### src/rtl/hrhp_pkg.sv
// types and constants shared by the http response header parser
`timescale 1ns / 1ps

package hrhp_pkg;

    // request selectors on the input tuser
    localparam logic [1:0] REQ_DATA           = 2'd0;
    localparam logic [1:0] REQ_RESTART_STATUS = 2'd1;
    localparam logic [1:0] REQ_RESTART_LINE   = 2'd2;

    // result kinds on the output tuser
    localparam logic [2:0] KIND_CODE   = 3'd0;
    localparam logic [2:0] KIND_REASON = 3'd1;
    localparam logic [2:0] KIND_NAME   = 3'd2;
    localparam logic [2:0] KIND_VALUE  = 3'd3;
    localparam logic [2:0] KIND_HEND   = 3'd4;
    localparam logic [2:0] KIND_BEND   = 3'd5;
    localparam logic [2:0] KIND_ERROR  = 3'd6;

    // error codes
    localparam logic [3:0] ERR_VERSION_LONG = 4'd0;
    localparam logic [3:0] ERR_NO_VERSION   = 4'd1;
    localparam logic [3:0] ERR_BAD_VERSION  = 4'd2;
    localparam logic [3:0] ERR_CODE_LENGTH  = 4'd3;
    localparam logic [3:0] ERR_CODE_DIGIT   = 4'd4;
    localparam logic [3:0] ERR_REASON_LONG  = 4'd5;
    localparam logic [3:0] ERR_MISSING_LF   = 4'd6;
    localparam logic [3:0] ERR_NAME_LONG    = 4'd7;
    localparam logic [3:0] ERR_NO_NAME      = 4'd8;
    localparam logic [3:0] ERR_HEADER_COUNT = 4'd9;
    localparam logic [3:0] ERR_VALUE_LONG   = 4'd10;

    // configuration register indexes
    localparam logic [2:0] CFG_MAX_VERSION = 3'd0;
    localparam logic [2:0] CFG_MAX_REASON  = 3'd1;
    localparam logic [2:0] CFG_MAX_NAME    = 3'd2;
    localparam logic [2:0] CFG_MAX_VALUE   = 3'd3;
    localparam logic [2:0] CFG_MAX_HEADERS = 3'd4;

    // register reset values
    localparam logic [6:0]  RST_MAX_VERSION = 7'd16;
    localparam logic [10:0] RST_MAX_REASON  = 11'd256;
    localparam logic [10:0] RST_MAX_NAME    = 11'd256;
    localparam logic [12:0] RST_MAX_VALUE   = 13'd4096;
    localparam logic [8:0]  RST_MAX_HEADERS = 9'd256;

    localparam int unsigned RUN_W   = 13;
    localparam logic [12:0] VERSION_LEN = 13'd8;
    localparam logic [12:0] CODE_LEN    = 13'd3;

    // characters
    localparam logic [7:0] CH_SPACE = 8'h20;
    localparam logic [7:0] CH_TAB   = 8'h09;
    localparam logic [7:0] CH_CR    = 8'h0D;
    localparam logic [7:0] CH_LF    = 8'h0A;
    localparam logic [7:0] CH_COLON = 8'h3A;
    localparam logic [7:0] CH_ZERO  = 8'h30;
    localparam logic [7:0] CH_NINE  = 8'h39;

    // expected version token, lower case
    localparam logic [7:0] VERSION_TEXT [8] = '{
        8'h68, 8'h74, 8'h74, 8'h70, 8'h2F, 8'h31, 8'h2E, 8'h31
    };

    // parser phases, one-hot
    typedef enum logic [11:0] {
        PH_VERSION    = 12'b0000_0000_0001,
        PH_CODE       = 12'b0000_0000_0010,
        PH_REASON     = 12'b0000_0000_0100,
        PH_REASON_LF  = 12'b0000_0000_1000,
        PH_NAME       = 12'b0000_0001_0000,
        PH_NAME_LF    = 12'b0000_0010_0000,
        PH_VAL_SKIP   = 12'b0000_0100_0000,
        PH_VALUE      = 12'b0000_1000_0000,
        PH_VALUE_LF   = 12'b0001_0000_0000,
        PH_VALUE_PEEK = 12'b0010_0000_0000,
        PH_DONE       = 12'b0100_0000_0000,
        PH_PARKED     = 12'b1000_0000_0000
    } phase_t;

    // one result item
    typedef struct packed {
        logic [2:0] kind;
        logic [7:0] out_byte;
        logic [9:0] resp_code;
        logic [3:0] error_code;
    } result_t;

    function automatic logic [7:0] fold_case(input logic [7:0] c);
        if (c >= 8'h41 && c <= 8'h5A) begin
            return c + 8'd32;
        end
        return c;
    endfunction

    function automatic logic is_blank(input logic [7:0] c);
        return (c == CH_SPACE) || (c == CH_TAB);
    endfunction

endpackage

### src/rtl/http_response_header_parser_unit.sv
// http/1.1 response header parser: byte stream in, token stream out
`timescale 1ns / 1ps

//  channel  dir  handshake            payload
//  s_       in   s_tvalid / s_tready  s_tdata: data_byte[7:0]; s_tuser: req_type[1:0]
//  m_       out  m_tvalid / m_tready  m_tdata: out_byte[7:0], resp_code[17:8],
//                                     error_code[21:18], zero[23:22];
//                                     m_tuser: kind[2:0]; m_tlast: last_of_run
//  cfg_     in   cfg_we               cfg_index selects register, cfg_data value
//
//  one byte per cycle while m_tready does not stall: a beat is held in the input
//  register, is parsed by one layer of phase logic and lands in the output register
//  after a byte that gives two results (header end plus first byte of next
//  line) the next beat with a result waits in the input register while the
//  second result drains
//  aresetn is synchronous, active low, resets the parser state and returns the limit registers to their reset values
//  a stall on m_tready backs up through the output and input registers to
//  s_tready once a beat with a result is waiting; nothing is dropped

module http_response_header_parser_unit
    import hrhp_pkg::*;
(
    input  logic        aclk,
    input  logic        aresetn,

    input  logic        s_tvalid,
    output logic        s_tready,
    input  logic [7:0]  s_tdata,   // data_byte[7:0]
    input  logic [1:0]  s_tuser,   // req_type[1:0]

    output logic        m_tvalid,
    input  logic        m_tready,
    output logic [23:0] m_tdata,   // out_byte[7:0], resp_code[17:8], error_code[21:18]
    output logic [2:0]  m_tuser,   // kind[2:0]
    output logic        m_tlast,   // last_of_run

    input  logic        cfg_we,
    input  logic [2:0]  cfg_index,
    input  logic [12:0] cfg_data
);

    // limit registers
    logic [6:0]  max_version_reg;
    logic [10:0] max_reason_reg;
    logic [10:0] max_name_reg;
    logic [12:0] max_value_reg;
    logic [8:0]  max_headers_reg;

    // input register
    logic        in_valid_reg;
    logic [1:0]  in_req_reg;
    logic [7:0]  in_byte_reg;

    // parser state
    phase_t           phase_reg, phase_next;
    logic [RUN_W-1:0] run_reg, run_next;
    logic             vmatch_reg, vmatch_next;
    logic [9:0]       code_reg, code_next;
    logic [8:0]       hcount_reg, hcount_next;
    logic             named_reg, named_next;

    // results of the byte in the input register
    logic [1:0] n_res;
    result_t    res0, res1;

    // output register plus one pending slot for the second result
    logic    m_valid_reg;
    result_t m_res_reg;
    logic    m_last_reg;
    logic    pend_valid_reg;
    result_t pend_res_reg;

    logic space;
    logic fire;
    logic take;
    logic [7:0] b;

    assign b = in_byte_reg;

    // widened limits for compares against the run length
    logic [RUN_W-1:0] lim_version, lim_reason, lim_name;
    assign lim_version = RUN_W'(max_version_reg);
    assign lim_reason  = RUN_W'(max_reason_reg);
    assign lim_name    = RUN_W'(max_name_reg);

    // ---------------------------------------------------------------
    // configuration writes
    // ---------------------------------------------------------------
    always_ff @(posedge aclk) begin
        if (!aresetn) begin
            max_version_reg <= RST_MAX_VERSION;
            max_reason_reg  <= RST_MAX_REASON;
            max_name_reg    <= RST_MAX_NAME;
            max_value_reg   <= RST_MAX_VALUE;
            max_headers_reg <= RST_MAX_HEADERS;
        end else if (cfg_we) begin
            unique case (cfg_index)
                CFG_MAX_VERSION: max_version_reg <= cfg_data[6:0];
                CFG_MAX_REASON:  max_reason_reg  <= cfg_data[10:0];
                CFG_MAX_NAME:    max_name_reg    <= cfg_data[10:0];
                CFG_MAX_VALUE:   max_value_reg   <= cfg_data;
                CFG_MAX_HEADERS: max_headers_reg <= cfg_data[8:0];
                default: ;  // unmapped index, ignored
            endcase
        end
    end

    // ---------------------------------------------------------------
    // parse one byte: next state and up to two results
    // ---------------------------------------------------------------
    always_comb begin
        phase_next  = phase_reg;
        run_next    = run_reg;
        vmatch_next = vmatch_reg;
        code_next   = code_reg;
        hcount_next = hcount_reg;
        named_next  = named_reg;
        n_res       = 2'd0;
        res0        = '0;
        res1        = '0;

        priority if (in_req_reg == REQ_RESTART_STATUS) begin
            phase_next  = PH_VERSION;
            run_next    = '0;
            vmatch_next = 1'b1;
            code_next   = '0;
            hcount_next = '0;
            named_next  = 1'b0;
        end else if (in_req_reg == REQ_RESTART_LINE) begin
            phase_next = PH_NAME;
            run_next   = '0;
            named_next = 1'b0;
        end else if (in_req_reg == REQ_DATA) begin
            unique case (phase_reg)
                PH_VERSION: begin
                    if (b == CH_SPACE) begin
                        if (run_reg == '0) begin
                            n_res = 2'd1; res0.kind = KIND_ERROR;
                            res0.error_code = ERR_NO_VERSION; phase_next = PH_PARKED;
                        end else if (!vmatch_reg || run_reg != VERSION_LEN) begin
                            n_res = 2'd1; res0.kind = KIND_ERROR;
                            res0.error_code = ERR_BAD_VERSION; phase_next = PH_PARKED;
                        end else begin
                            phase_next = PH_CODE;
                            run_next   = '0;
                            code_next  = '0;
                        end
                    end else if (run_reg >= lim_version) begin
                        n_res = 2'd1; res0.kind = KIND_ERROR;
                        res0.error_code = ERR_VERSION_LONG; phase_next = PH_PARKED;
                    end else begin
                        if (run_reg >= VERSION_LEN ||
                            fold_case(b) != VERSION_TEXT[run_reg[2:0]]) begin
                            vmatch_next = 1'b0;
                        end
                        run_next = run_reg + 1'b1;
                    end
                end
                PH_CODE: begin
                    if (b == CH_SPACE) begin
                        if (run_reg != CODE_LEN) begin
                            n_res = 2'd1; res0.kind = KIND_ERROR;
                            res0.error_code = ERR_CODE_LENGTH; phase_next = PH_PARKED;
                        end else begin
                            n_res = 2'd1; res0.kind = KIND_CODE;
                            res0.resp_code = code_reg;
                            phase_next = PH_REASON;
                            run_next   = '0;
                        end
                    end else if (run_reg >= CODE_LEN) begin
                        n_res = 2'd1; res0.kind = KIND_ERROR;
                        res0.error_code = ERR_CODE_LENGTH; phase_next = PH_PARKED;
                    end else if (b < CH_ZERO || b > CH_NINE) begin
                        n_res = 2'd1; res0.kind = KIND_ERROR;
                        res0.error_code = ERR_CODE_DIGIT; phase_next = PH_PARKED;
                    end else begin
                        code_next = 10'(({4'd0, code_reg} * 14'd10) + 14'(b - CH_ZERO));
                        run_next  = run_reg + 1'b1;
                    end
                end
                PH_REASON: begin
                    if (b == CH_CR) begin
                        phase_next = PH_REASON_LF;
                    end else if (run_reg >= lim_reason) begin
                        n_res = 2'd1; res0.kind = KIND_ERROR;
                        res0.error_code = ERR_REASON_LONG; phase_next = PH_PARKED;
                    end else begin
                        run_next = run_reg + 1'b1;
                        n_res = 2'd1; res0.kind = KIND_REASON; res0.out_byte = b;
                    end
                end
                PH_REASON_LF, PH_NAME_LF, PH_VALUE_LF: begin
                    if (b != CH_LF) begin
                        n_res = 2'd1; res0.kind = KIND_ERROR;
                        res0.error_code = ERR_MISSING_LF; phase_next = PH_PARKED;
                    end else if (phase_reg == PH_REASON_LF) begin
                        phase_next = PH_NAME;
                        run_next   = '0;
                        named_next = 1'b0;
                    end else if (phase_reg == PH_VALUE_LF) begin
                        phase_next = PH_VALUE_PEEK;
                    end else if (!named_reg) begin
                        // empty line ends the header block
                        n_res = 2'd1; res0.kind = KIND_BEND; phase_next = PH_DONE;
                    end else if (hcount_reg >= max_headers_reg) begin
                        n_res = 2'd1; res0.kind = KIND_ERROR;
                        res0.error_code = ERR_HEADER_COUNT; phase_next = PH_PARKED;
                    end else begin
                        hcount_next = hcount_reg + 1'b1;
                        n_res = 2'd1; res0.kind = KIND_HEND;
                        phase_next = PH_NAME;
                        run_next   = '0;
                        named_next = 1'b0;
                    end
                end
                PH_NAME: begin
                    if (b == CH_CR) begin
                        phase_next = PH_NAME_LF;
                    end else if (is_blank(b)) begin
                        phase_next = PH_NAME;
                    end else if (b == CH_COLON) begin
                        phase_next = PH_VAL_SKIP;
                        run_next   = '0;
                    end else if (run_reg >= lim_name) begin
                        n_res = 2'd1; res0.kind = KIND_ERROR;
                        res0.error_code = ERR_NAME_LONG; phase_next = PH_PARKED;
                    end else begin
                        run_next   = run_reg + 1'b1;
                        named_next = 1'b1;
                        n_res = 2'd1; res0.kind = KIND_NAME; res0.out_byte = b;
                    end
                end
                PH_VAL_SKIP, PH_VALUE: begin
                    if (phase_reg == PH_VAL_SKIP && is_blank(b)) begin
                        phase_next = PH_VAL_SKIP;
                    end else if (b == CH_CR) begin
                        phase_next = PH_VALUE_LF;
                    end else begin
                        phase_next = PH_VALUE;
                        n_res = 2'd1;
                        if (!named_reg) begin
                            res0.kind = KIND_ERROR;
                            res0.error_code = ERR_NO_NAME; phase_next = PH_PARKED;
                        end else if (run_reg >= max_value_reg) begin
                            res0.kind = KIND_ERROR;
                            res0.error_code = ERR_VALUE_LONG; phase_next = PH_PARKED;
                        end else begin
                            run_next = run_reg + 1'b1;
                            res0.kind = KIND_VALUE; res0.out_byte = b;
                        end
                    end
                end
                PH_VALUE_PEEK: begin
                    if (is_blank(b)) begin
                        // folded line: one space joins the value
                        phase_next = PH_VAL_SKIP;
                        n_res = 2'd1;
                        if (!named_reg) begin
                            res0.kind = KIND_ERROR;
                            res0.error_code = ERR_NO_NAME; phase_next = PH_PARKED;
                        end else if (run_reg >= max_value_reg) begin
                            res0.kind = KIND_ERROR;
                            res0.error_code = ERR_VALUE_LONG; phase_next = PH_PARKED;
                        end else begin
                            run_next = run_reg + 1'b1;
                            res0.kind = KIND_VALUE; res0.out_byte = CH_SPACE;
                        end
                    end else if (!named_reg) begin
                        // nameless line ends the block, byte dropped
                        n_res = 2'd1; res0.kind = KIND_BEND; phase_next = PH_DONE;
                    end else if (hcount_reg >= max_headers_reg) begin
                        n_res = 2'd1; res0.kind = KIND_ERROR;
                        res0.error_code = ERR_HEADER_COUNT; phase_next = PH_PARKED;
                    end else begin
                        // header end, then this byte opens the next line
                        hcount_next = hcount_reg + 1'b1;
                        n_res = 2'd1; res0.kind = KIND_HEND;
                        run_next   = '0;
                        named_next = 1'b0;
                        if (b == CH_CR) begin
                            phase_next = PH_NAME_LF;
                        end else if (b == CH_COLON) begin
                            phase_next = PH_VAL_SKIP;
                        end else if (lim_name == '0) begin
                            n_res = 2'd2; res1.kind = KIND_ERROR;
                            res1.error_code = ERR_NAME_LONG; phase_next = PH_PARKED;
                        end else begin
                            phase_next = PH_NAME;
                            run_next   = RUN_W'(1);
                            named_next = 1'b1;
                            n_res = 2'd2; res1.kind = KIND_NAME; res1.out_byte = b;
                        end
                    end
                end
                PH_DONE, PH_PARKED: ;  // bytes ignored until a restart
                default: ;
            endcase
        end else begin
            // unknown selector: no result, no change
        end
    end

    // ---------------------------------------------------------------
    // handshakes
    // ---------------------------------------------------------------
    assign take     = m_valid_reg && m_tready;
    assign space    = !pend_valid_reg && (!m_valid_reg || m_tready);
    assign fire     = in_valid_reg && (space || n_res == 2'd0);
    assign s_tready = !in_valid_reg || fire;

    // input register
    always_ff @(posedge aclk) begin
        if (!aresetn) begin
            in_valid_reg <= 1'b0;
        end else if (s_tready) begin
            in_valid_reg <= s_tvalid;
        end
    end

    always_ff @(posedge aclk) begin
        if (s_tready && s_tvalid) begin
            in_req_reg  <= s_tuser;
            in_byte_reg <= s_tdata;
        end
    end

    // parser state, advanced once per parsed beat
    always_ff @(posedge aclk) begin
        if (!aresetn) begin
            phase_reg  <= PH_VERSION;
            run_reg    <= '0;
            vmatch_reg <= 1'b1;
            code_reg   <= '0;
            hcount_reg <= '0;
            named_reg  <= 1'b0;
        end else if (fire) begin
            phase_reg  <= phase_next;
            run_reg    <= run_next;
            vmatch_reg <= vmatch_next;
            code_reg   <= code_next;
            hcount_reg <= hcount_next;
            named_reg  <= named_next;
        end
    end

    // output register and pending slot
    always_ff @(posedge aclk) begin
        if (!aresetn) begin
            m_valid_reg    <= 1'b0;
            pend_valid_reg <= 1'b0;
        end else if (fire && n_res != 2'd0) begin
            m_valid_reg    <= 1'b1;
            pend_valid_reg <= (n_res == 2'd2);
        end else if (take) begin
            m_valid_reg    <= pend_valid_reg;
            pend_valid_reg <= 1'b0;
        end
    end

    always_ff @(posedge aclk) begin
        if (fire && n_res != 2'd0) begin
            m_res_reg    <= res0;
            m_last_reg   <= (n_res == 2'd1);
            pend_res_reg <= res1;
        end else if (take && pend_valid_reg) begin
            m_res_reg  <= pend_res_reg;
            m_last_reg <= 1'b1;
        end
    end

    assign m_tvalid = m_valid_reg;
    assign m_tuser  = m_res_reg.kind;
    assign m_tlast  = m_last_reg;
    assign m_tdata  = {2'b00, m_res_reg.error_code, m_res_reg.resp_code,
                       m_res_reg.out_byte};

endmodule
### config.mk
export PLATFORM = sky130hd
export DESIGN_NAME = http_response_header_parser_unit
export DESIGN_NICKNAME = d
export VERILOG_FILES = /design/src/rtl/hrhp_pkg.sv /design/src/rtl/http_response_header_parser_unit.sv
export SDC_FILE = /design/constraint.sdc
export NUM_CORES = 1
export LEC_CHECK = 0
export BUFFER_PORTS_ARGS = -buffer_cell sky130_fd_sc_hd__clkbuf_2
export CAP_MARGIN = 20
export CORE_MARGIN = 2
export CORE_UTILIZATION = 56
export CTS_CLUSTER_SIZE = 24
export DETAILED_ROUTE_END_ITERATION = 10
export GPL_TIMING_DRIVEN = 0
export PLACE_DENSITY_LB_ADDON = 0.1
export REMOVE_ABC_BUFFERS = 1
export SKIP_CTS_REPAIR_TIMING = 1
export SYNTH_ARGS = -nofsm -noshare
export SYNTH_HDL_FRONTEND = slang
export SYNTH_SLANG_ARGS = --single-unit
### constraint.sdc
create_clock -name aclk -period 3.9 [get_ports aclk]
set_input_delay 0.39 -clock aclk [delete_from_list [all_inputs] [get_ports aclk]]
set_output_delay 0.39 -clock aclk [all_outputs]
set_load 0.02 [all_outputs]
Word-level counts from Yosys, hierarchy flattened
Memory sizes are Yosys's and may differ from the RTL's.
Cells that the tools add are included.
{ "totals": {"register_bits": 151, "latchBits": 0, "mem_bits_rw": 0, "rom_bits": 64, "input_bits": 31, "output_inout_bits": 30, "word_cells": 390, "memories": 1} }
{ "mem_list": {"columns": ["memory", "depth", "width", "rd", "rd_ports_with_merged_regs", "write_ports", "line_no", "text"], "rows": [
  ["(no name shown)", 8, 8, 1, 0, 0, "http_response_header_parser_unit.sv:153", "fold_case(b) != VERSION_TEXT[run_reg[2:0]]) begin"]
]} }
{ "op_classes": {"addsub": 5, "n_mul": 1, "n_div": 0, "magnitude_cmp": 12, "eq_ne": 65, "shift": 0, "muxes": 228, "bitwise": 4, "n_reduce_logical": 50} }
{ "ops": {"columns": ["op", "count"], "rows": [
  ["12-bit 2-to-1 mux", 34],
  ["13-bit 2-to-1 mux", 29],
  ["25-bit 2-to-1 mux", 5],
  ["10-bit 2-to-1 mux", 12],
  ["8-bit 2-to-1 mux", 15],
  ["13-bit one-hot mux with 7 select lines", 1],
  ["12-bit one-hot mux with 7 select lines", 1],
  ["3-bit 2-to-1 mux", 27],
  ["9-bit 2-to-1 mux", 9],
  ["5-bit != test, second input constant", 14],
  ["11-bit 2-to-1 mux", 6],
  ["1-bit 2-to-1 mux", 54],
  ["4-bit 2-to-1 mux", 11],
  ["4-bit != test, second input constant", 10],
  ["8-bit one-hot mux with 4 select lines", 1],
  ["2-bit 2-to-1 mux", 15],
  ["3-bit != test, second input constant", 10],
  ["4-bit one-hot mux with 7 select lines", 1],
  ["13-bit by 11-bit greater-or-equal comparator with 1-bit output", 2],
  ["13-bit zero test", 2],
  ["22-bit AND reduction", 1],
  ["3-bit one-hot mux with 7 select lines", 1],
  ["10-bit one-hot mux with 2 select lines", 1],
  ["10-bit AND reduction", 2],
  ["62 further kinds", 101]
]} }

Depth between registers and ports, before layout
Gate-level depths: netlist of the first run.
{ "depth": {"word_depth": 25, "ltp_mapped": 13, "mapped_depth_nobuf": 13} }

Worst setup path before layout of the first run
OpenSTA, ideal clock, no wires.
{ "synth_path": {"path_kind": "register -> register", "from": "register hcount_reg[0]", "to": "register m_res_reg, in the netlist m_tdata[0] (enable)", "setup_time_ps": 418, "t_arrival_ps": 3415, "required_time_ps": 3482, "setup_slack_ps": 67, "path_stages_with_launch": 10, "period_less_slack_ps": 3833, "cell_sequence": "dfxtp_1 -> inv_1 -> ha_1 -> nand2b_1 -> a41o_1 -> a31o_2 -> or3_1 -> o22ai_2 -> nand4b_1 -> a21oi_1"} }
{ "synth_via": {"elab_chain_cells": 13, "word_cells_on_any_way": 14, "classes_between": "order compare (1); mux (7); reduce/logical (6)"} }
{ "synth_rtl": {"columns": ["element", "line_no", "text"], "rows": [
  ["from (decl)", "http_response_header_parser_unit.sv:59", "logic [8:0] hcount_reg, hcount_next;"],
  ["from (signal assigned)", "http_response_header_parser_unit.sv:341", "hcount_reg <= hcount_next;"],
  ["9-bit greater-or-equal comparator *", "http_response_header_parser_unit.sv:271", "end else if (hcount_reg >= max_headers_reg) begin"],
  ["2-bit 2-to-1 mux *", "http_response_header_parser_unit.sv:271", null],
  ["2-bit 2-to-1 mux *", "http_response_header_parser_unit.sv:268", "end else if (!named_reg) begin"],
  ["2-bit 2-to-1 mux *", "http_response_header_parser_unit.sv:254", "if (is_blank(b)) begin"],
  ["2-bit one-hot mux with 7 select lines *", "http_response_header_parser_unit.sv:134", "unique case (phase_reg)"],
  ["2-bit 2-to-1 mux *", "http_response_header_parser_unit.sv:133", "end else if (in_req_reg == REQ_DATA) begin"],
  ["2-bit 2-to-1 mux *", "http_response_header_parser_unit.sv:129", "end else if (in_req_reg == REQ_RESTART_LINE) begin"],
  ["2-bit 2-to-1 mux *", "http_response_header_parser_unit.sv:122", "priority if (in_req_reg == REQ_RESTART_STATUS) begin"],
  ["2-bit zero test", "http_response_header_parser_unit.sv:308", "assign fire = in_valid_reg && (space || n_res == 2'd0);"],
  ["1-bit logical OR", "http_response_header_parser_unit.sv:308", null],
  ["1-bit logical AND", "http_response_header_parser_unit.sv:308", null],
  ["1-bit logical AND *", "http_response_header_parser_unit.sv:361", "if (fire && n_res != 2'd0) begin"],
  ["2-bit nonzero test (no line) *", null, null],
  ["to (signal assigned)", "http_response_header_parser_unit.sv:362", "m_res_reg <= res0;"],
  ["to (signal assigned)", "http_response_header_parser_unit.sv:366", "m_res_reg <= pend_res_reg;"],
  ["to (decl)", "http_response_header_parser_unit.sv:68", "result_t m_res_reg;"]
]} }
Mark *: on every way between the ends. The rest lies on a longest branch, timed or not.
A chain may end at the register's enable or synchronous reset.

Worst setup path after layout of the first run
{ "layout_path": {"from": "register run_reg[0]", "to": "register phase_reg[11]"} }
{ "layout_via": {"elab_chain_cells": 13, "word_cells_on_any_way": 44, "classes_between": "order compare (5); eq/ne (6); mux (27); reduce/logical (6)"} }
{ "layout_rtl": {"columns": ["element", "line_no", "text"], "rows": [
  ["from (decl)", "http_response_header_parser_unit.sv:56", "logic [RUN_W-1:0] run_reg, run_next;"],
  ["from (signal assigned)", "http_response_header_parser_unit.sv:338", "run_reg <= run_next;"],
  ["parallel branches: the longest is 13 deep, another holds 13-bit by 2-bit greater-or-equal comparator with 1-bit output", null, null],
  ["to (signal assigned)", "http_response_header_parser_unit.sv:337", "phase_reg <= phase_next;"],
  ["to (decl)", "http_response_header_parser_unit.sv:55", "phase_t phase_reg, phase_next;"]
]} }
Several ways; the timed one is not identified. The select of a mux whose other input is x is not followed.

==> qor.txt, run 1 <==
WL final: 27.11 mm
Initial antenna violation count: 0
Port-buffer cells: 58
Final Critical Period: 3.775 ns
Worst-Skew Late Latency: 0.44 ns
Antenna Nets Post-Route: 0
Core ar.: 17060 um2
Die X: 135.3 um
Compound-gate portion of the synthesized area: 20.41%
Placement Rows: 48
Non-filler cells, final: 1441
Worst Skew: 0.01223 ns
Max reg flops: 22
Die height: 135.3 um
Main combinational cell family by area after synthesis: simple AND/OR/NAND/NOR gates
Mapped cell area: 9657 um2
Fmax: 0.2649 GHz
WHS: 0.1286 ns
Fill cells: 1526
Drt pass-1 iters: 5
Number of synthesized flops with an enable pin: 46
Worst setup SP type: flip-flop
Vias in the first global route: 8239
Gate Count Post-Synth: 1157
Area delta synth->final: 12.59%
Setup crit end kind: flip-flop
Crit Path Max Fanout: 8
Synth top area cells: dfxtp_1 21%, edfxtp_1 14%, ha_1 11%
Worst path max stage delay: 0.47 ns
Post-Synth XOR/XNOR Area: 2.993%
Share of layout cells above drive strength 1: 12.50%
Cell mode on critical path: o21ai_0
WP data required: 4.22 ns
Routed length on met1: 11.55 mm
Final setup vio count: 0
Final hold violations: 0
DR iter-0 viols: 604
Post-route design area: 10870 um2
Io pins: 61
Worst vdd ir: 0.0003141 V
Wirelength per Cell: 18.82 um
Clk pin slew, worst setup/hold paths: 0.07 ns
Uppermost routed layer: met4
Most frequent cells in the layout: 190 x nand2_1, 106 x a21oi_1, 98 x dfxtp_1
Clock sinks: 146
Die area: 18310 um2
DR vias/cell: 6.112
Warnings, synthesis: 0
Design Power: 3.984 mW
Met2 wire len: 12.86 mm
# DRC: 0
Status: completed
Placed cells: 1396
Setup tns final: 0 ns
Final WS setup: 0.1249 ns
First-pass GRT wire length: 42.88 mm
Largest net degree at the start of global routing: 39
Top_reg_cell synth: dfxtp_1
CTS tree: built
DP HPWL: 19.73 mm
Yosys cell types: 85
Dpl ws: -0.7041 ns
CTS buffer count: 17
Max-slew violation count: 0
Critical path buffers and inverters: 3
Detailed-route via count: 8807
Final GP Congestion: 1.029
DR WL met3: 1.505 mm
Total GRT Usage: 29.80%
Finished Core Util: 63.75%
HP Class: primary input to flip-flop
CP top delay family: compound AO/OA/AOI/OAI gates
Period utilization: 96.80%
CTS root buf: clkbuf_16
Asr flop ratio synth: 0%
#FFs+latches synth: 146
Post-synthesis mux area share: 2.177%
Nets: 1322
Most common cell after layout, fill and taps aside: nand2_1
Post-Synth Adder-Cell Area: 11.56%
Simple-Gate Fraction of Synth Area: 22.21%
Initial Util: 56.62%
Gr ovfl total: 0
Kind of critical path: flip-flop to flip-flop
CP Cell Sequence: clkinvlp_4 -> buf_4 -> ha_1 -> nand2b_1 -> a2111oi_0 -> o21ai_0 -> o311ai_2 -> buf_2 -> nand3_1 -> a221oi_1 -> o21ai_0 -> a31o_2
Placed inst area: 10100 um2
Average size of a mapped cell: 8.346 um2
Leakage: 4.185 nW
PwrDens: 366.4 nW/um2
Max-cap viol count: 0
WP data arrival: 4.10 ns
Dominant cell type by area after synthesis: dfxtp_1
Slew HR: 31.29%
Worst-margin pin slew: 1.017 ns
Slowest stage cell on the critical path: dfxtp_2
Top-area cell type share of the netlist area: 20.73%
Antenna diodes: 0
H-tree levels: 4
Share of the yosys chip area belonging to registers: 35.03%
Clock Path Buffers: 2
[synthesized netlist by cell type (3+ instances only)]
library cell / instances
and3_1: 21
a2111oi_0: 3
nand2b_1: 11
nor2_1: 52
nor4_1: 13
buf_2: 8
a21o_1: 14
nand3_1: 40
o22ai_1: 3
o31ai_1: 8
nor3_1: 20
or4_1: 7
o21ai_1: 4
a211oi_1: 14
xor2_1: 14
nand4_1: 19
a221oi_1: 4
inv_1: 80
a211o_1: 4
mux2i_1: 21
a21oi_1: 107
a21boi_0: 3
o21a_1: 10
o21ai_0: 43
clkbuf_1: 37
o211ai_1: 18
a31o_2: 3
ha_1: 86
a31oi_1: 14
a22o_1: 6
dfxtp_1: 100
buf_6: 3
nand2_1: 190
or2_2: 8
xnor2_1: 19
o41ai_1: 4
o21bai_1: 6
a311oi_1: 5
edfxtp_1: 46
nor2b_1: 6
and2_1: 17
or3_1: 5
[worst reg2reg max path: stages, from the launching register on]
cell	delay, ns
dfxtp_2	0.47
clkinvlp_4	0.22
buf_4	0.18
ha_1	0.26
nand2b_1	0.14
a2111oi_0	0.40
o21ai_0	0.30
o311ai_2	0.44
buf_2	0.29
nand3_1	0.18
a221oi_1	0.33
o21ai_0	0.18
a31o_2	0.27
[per-layer routing]
layer,vias to the layer above,track usage (%)
li1,4300,-
met1,4117,38.00
met2,316,49.49
met3,74,5.200
met4,0,13.54
met5,-,0
[logic make-up (layout without fill, tap and decap cells)]
group	count (synthesis)	count (layout)
flops	146	146
fa+ha+maj	88	88
other cells	1	2
simple gates	435	435
buf+inv	133	190
compound gates	300	301
xor+xnor	33	33
mux	21	21
[cell type report]
type                            instances  area [um2]  share of cell area (%)
Clock inverter                         15       148.9                   1.369
Inverter                               81       309.0                   2.842
Clock buffer                           17       425.4                   3.913
Multi-Input combinational cell        880        5866                   53.95
Tap cell                              225       281.5                   2.589
Sequential cell                       146        3386                   31.14
Timing Repair Buffer                   77       456.7                   4.200
[final timing paths]
kind | start | endpoint | slack, ns | depth (start not counted)
worst max-delay path | run_reg[0]$_SDFFE_PN0P_ | phase_reg[11]$_SDFFE_PN0P_ | 0.12 | 12
worst min-delay path | s_tdata[5] | b[5]$_DFFE_PP_ | 0.13 | 1
worst max register to register | run_reg[0]$_SDFFE_PN0P_ | phase_reg[11]$_SDFFE_PN0P_ | 0.12 | 12
worst min register to register | max_value_reg[10]$_SDFFE_PN0P_ | max_value_reg[10]$_SDFFE_PN0P_ | 0.45 | 2
[where the power goes]
part | switching [mW] | internal (mW)
registers | 0.0852 | 1.60
logic | 0.408 | 0.265
clock network | 0.725 | 0.898
total | 1.22 | 2.77
(Power assumes the default switching activity.)
==> run 2, diff against run 1 <==
Settings changed: CORE_MARGIN 2 to 1.5.
==> run 2 against run 1 <==
  * Clock power rose by 9.9%
  * Flip-flop and latch count stayed put
  * Die area shrank 1.5%
  * Non-clock buffer count is 2 higher
  * Combinational power increased by 2%
  * Worst setup slack lost 0.037 ns
  * Register-to-register slack worse by 0.04 ns
  * Clock skew is 0.0016 ns lower
  * Highest routed layer unchanged
==> qor.txt, run 2 (synthesis gave the netlist of run 1 again) <==
Status: completed
WL final: 27.84 mm
Met2 wire len: 12.38 mm
Final WS setup: 0.08801 ns
R2R depth: 12
Setup crit end: hcount_reg[4]$_SDFFE_PN0P_
First-pass GRT wire length: 43.49 mm
HP Class: primary input to flip-flop
Max reg flops: 22
Slew HR: 42.02%
Final GP Congestion: 1.023
Drt pass-1 iters: 7
Final hold violations: 0
Fmax: 0.2623 GHz
Nets: 1324
Worst Skew: 0.01060 ns
Leakage: 4.210 nW
Clock Path Buffers: 2
Max-slew violation count: 0
Area delta synth->final: 13.36%
PwrDens: 379.8 nW/um2
DR iter-0 viols: 910
Vias in the first global route: 8295
H-tree levels: 4
Io pins: 61
Total GRT Usage: 30.89%
Port-buffer cells: 58
Die height: 134.3 um
Uppermost routed layer: met4
Final Critical Period: 3.812 ns
RR Endpoint: hcount_reg[4]$_SDFFE_PN0P_
Detailed-route via count: 8944
Worst vdd ir: 0.0004045 V
Core ar.: 16700 um2
Wirelength per Cell: 19.36 um
Worst-Skew Late Latency: 0.45 ns
Placement Rows: 47
Final setup vio count: 0
Share of layout cells above drive strength 1: 12.56%
Dpl ws: -0.5672 ns
Gr ovfl total: 0
CTS root buf: clkbuf_16
# DRC: 0
Antenna Nets Post-Route: 0
CTS tree: built
Kind of critical path: flip-flop to flip-flop
Largest net degree at the start of global routing: 46
Die area: 18040 um2
Antenna diodes: 0
Routed length on met1: 12.63 mm
WHS: 0.1156 ns
Period utilization: 97.74%
CP startpoint: run_reg[0]$_SDFFE_PN0P_
WP data arrival: 4.18 ns
Setup tns final: 0 ns
Initial antenna violation count: 0
Worst-margin pin slew: 0.8640 ns
DR vias/cell: 6.220
CTS buffer count: 17
DR WL met3: 2.185 mm
Crit Path Max Fanout: 12
Clk pin slew, worst setup/hold paths: 0.07 ns
Fill cells: 1426
Critical R2R Launch: run_reg[0]$_SDFFE_PN0P_
Clock sinks: 146
Most frequent cells in the layout: 190 x nand2_1, 106 x a21oi_1, 98 x dfxtp_1
Worst setup SP type: flip-flop
Die X: 134.3 um
Setup crit end kind: flip-flop
Max-cap viol count: 0
WP data required: 4.27 ns
Most common cell after layout, fill and taps aside: nand2_1
Initial Util: 57.82%
DP HPWL: 19.94 mm
R2r setup slk: 0.09 ns
run 2: changes by cell type in the layout (fill, tap and decap cells not counted), sizes merged:
| cell | before | now |
|---|---|---|
| buf | 18 | 20 |
| clkbuf | 75 | 76 |
| bufinv | 1 | 4 |
| inv | 87 | 83 |
run 2: where the power goes:
part           internal (mW)  total, mW  switching, mW
registers               1.60       1.69         0.0850
logic                  0.266      0.686          0.421
clock network           1.08       1.78          0.704
run 2: routing by layer:
metal | vias up | global-route usage [%]
li1 | 4301 | -
met1 | 4234 | 42.71
met2 | 349 | 47.81
met3 | 60 | 5.896
met4 | 0 | 12.01
met5 | - | 0
run 2: final cells by class:
class | count | area [um2] | share of cell area, %
clock buffer | 18 | 429.2 | 3.920
timing repair buffer | 79 | 470.5 | 4.298
clock inverter | 14 | 201.4 | 1.840
tap | 220 | 275.3 | 2.515
sequential | 146 | 3386 | 30.93
inverter | 81 | 309.0 | 2.823
multi-input combinational | 880 | 5876 | 53.67
run 2: worst min path at each step:
stage / startpoint / end / slack (ns) / cells after the start
after detailed placement: max_value_reg[11]$_SDFFE_PN0P_ / max_value_reg[11]$_SDFFE_PN0P_ / 0.45 / 2
after global routing: s_tdata[3] / b[3]$_DFFE_PP_ / 0.11 / 1
after floorplan: max_headers_reg[1]$_SDFFE_PN0P_ / max_headers_reg[1]$_SDFFE_PN0P_ / 0.44 / 2
final: s_tdata[3] / b[3]$_DFFE_PP_ / 0.12 / 1
after CTS: s_tdata[6] / b[6]$_DFFE_PP_ / 0.11 / 1
after global placement: max_version_reg[3]$_SDFFE_PN0P_ / max_version_reg[3]$_SDFFE_PN0P_ / 0.44 / 2
run 2: worst max-delay path, stage by stage (launching register included):
cell,delay (ns)
dfxtp_2,0.45
clkinvlp_4,0.26
ha_1,0.33
nand2b_1,0.16
a2111oi_2,0.37
o31ai_1,0.18
o211ai_1,0.21
buf_4,0.16
nand4_4,0.21
a311o_2,0.53
buf_4,0.20
or4_1,0.50
a21oi_1,0.16
run 2: metrics by stage:
stage | total power [mW] | instances | instance area (um2) | utilization [%]
3_5_place_dp | 2.336 | 1390 | 10090 | 60.43
6_report | 4.158 | 1438 | 10950 | 65.55
2_1_floorplan | 2.111 | 1106 | 9425 | -
4_1_cts | 4.113 | 1422 | 10720 | 64.20
3_3_place_gp | 2.306 | 1384 | 9991 | 59.82
5_1_grt | 4.287 | 1438 | 10950 | 65.55
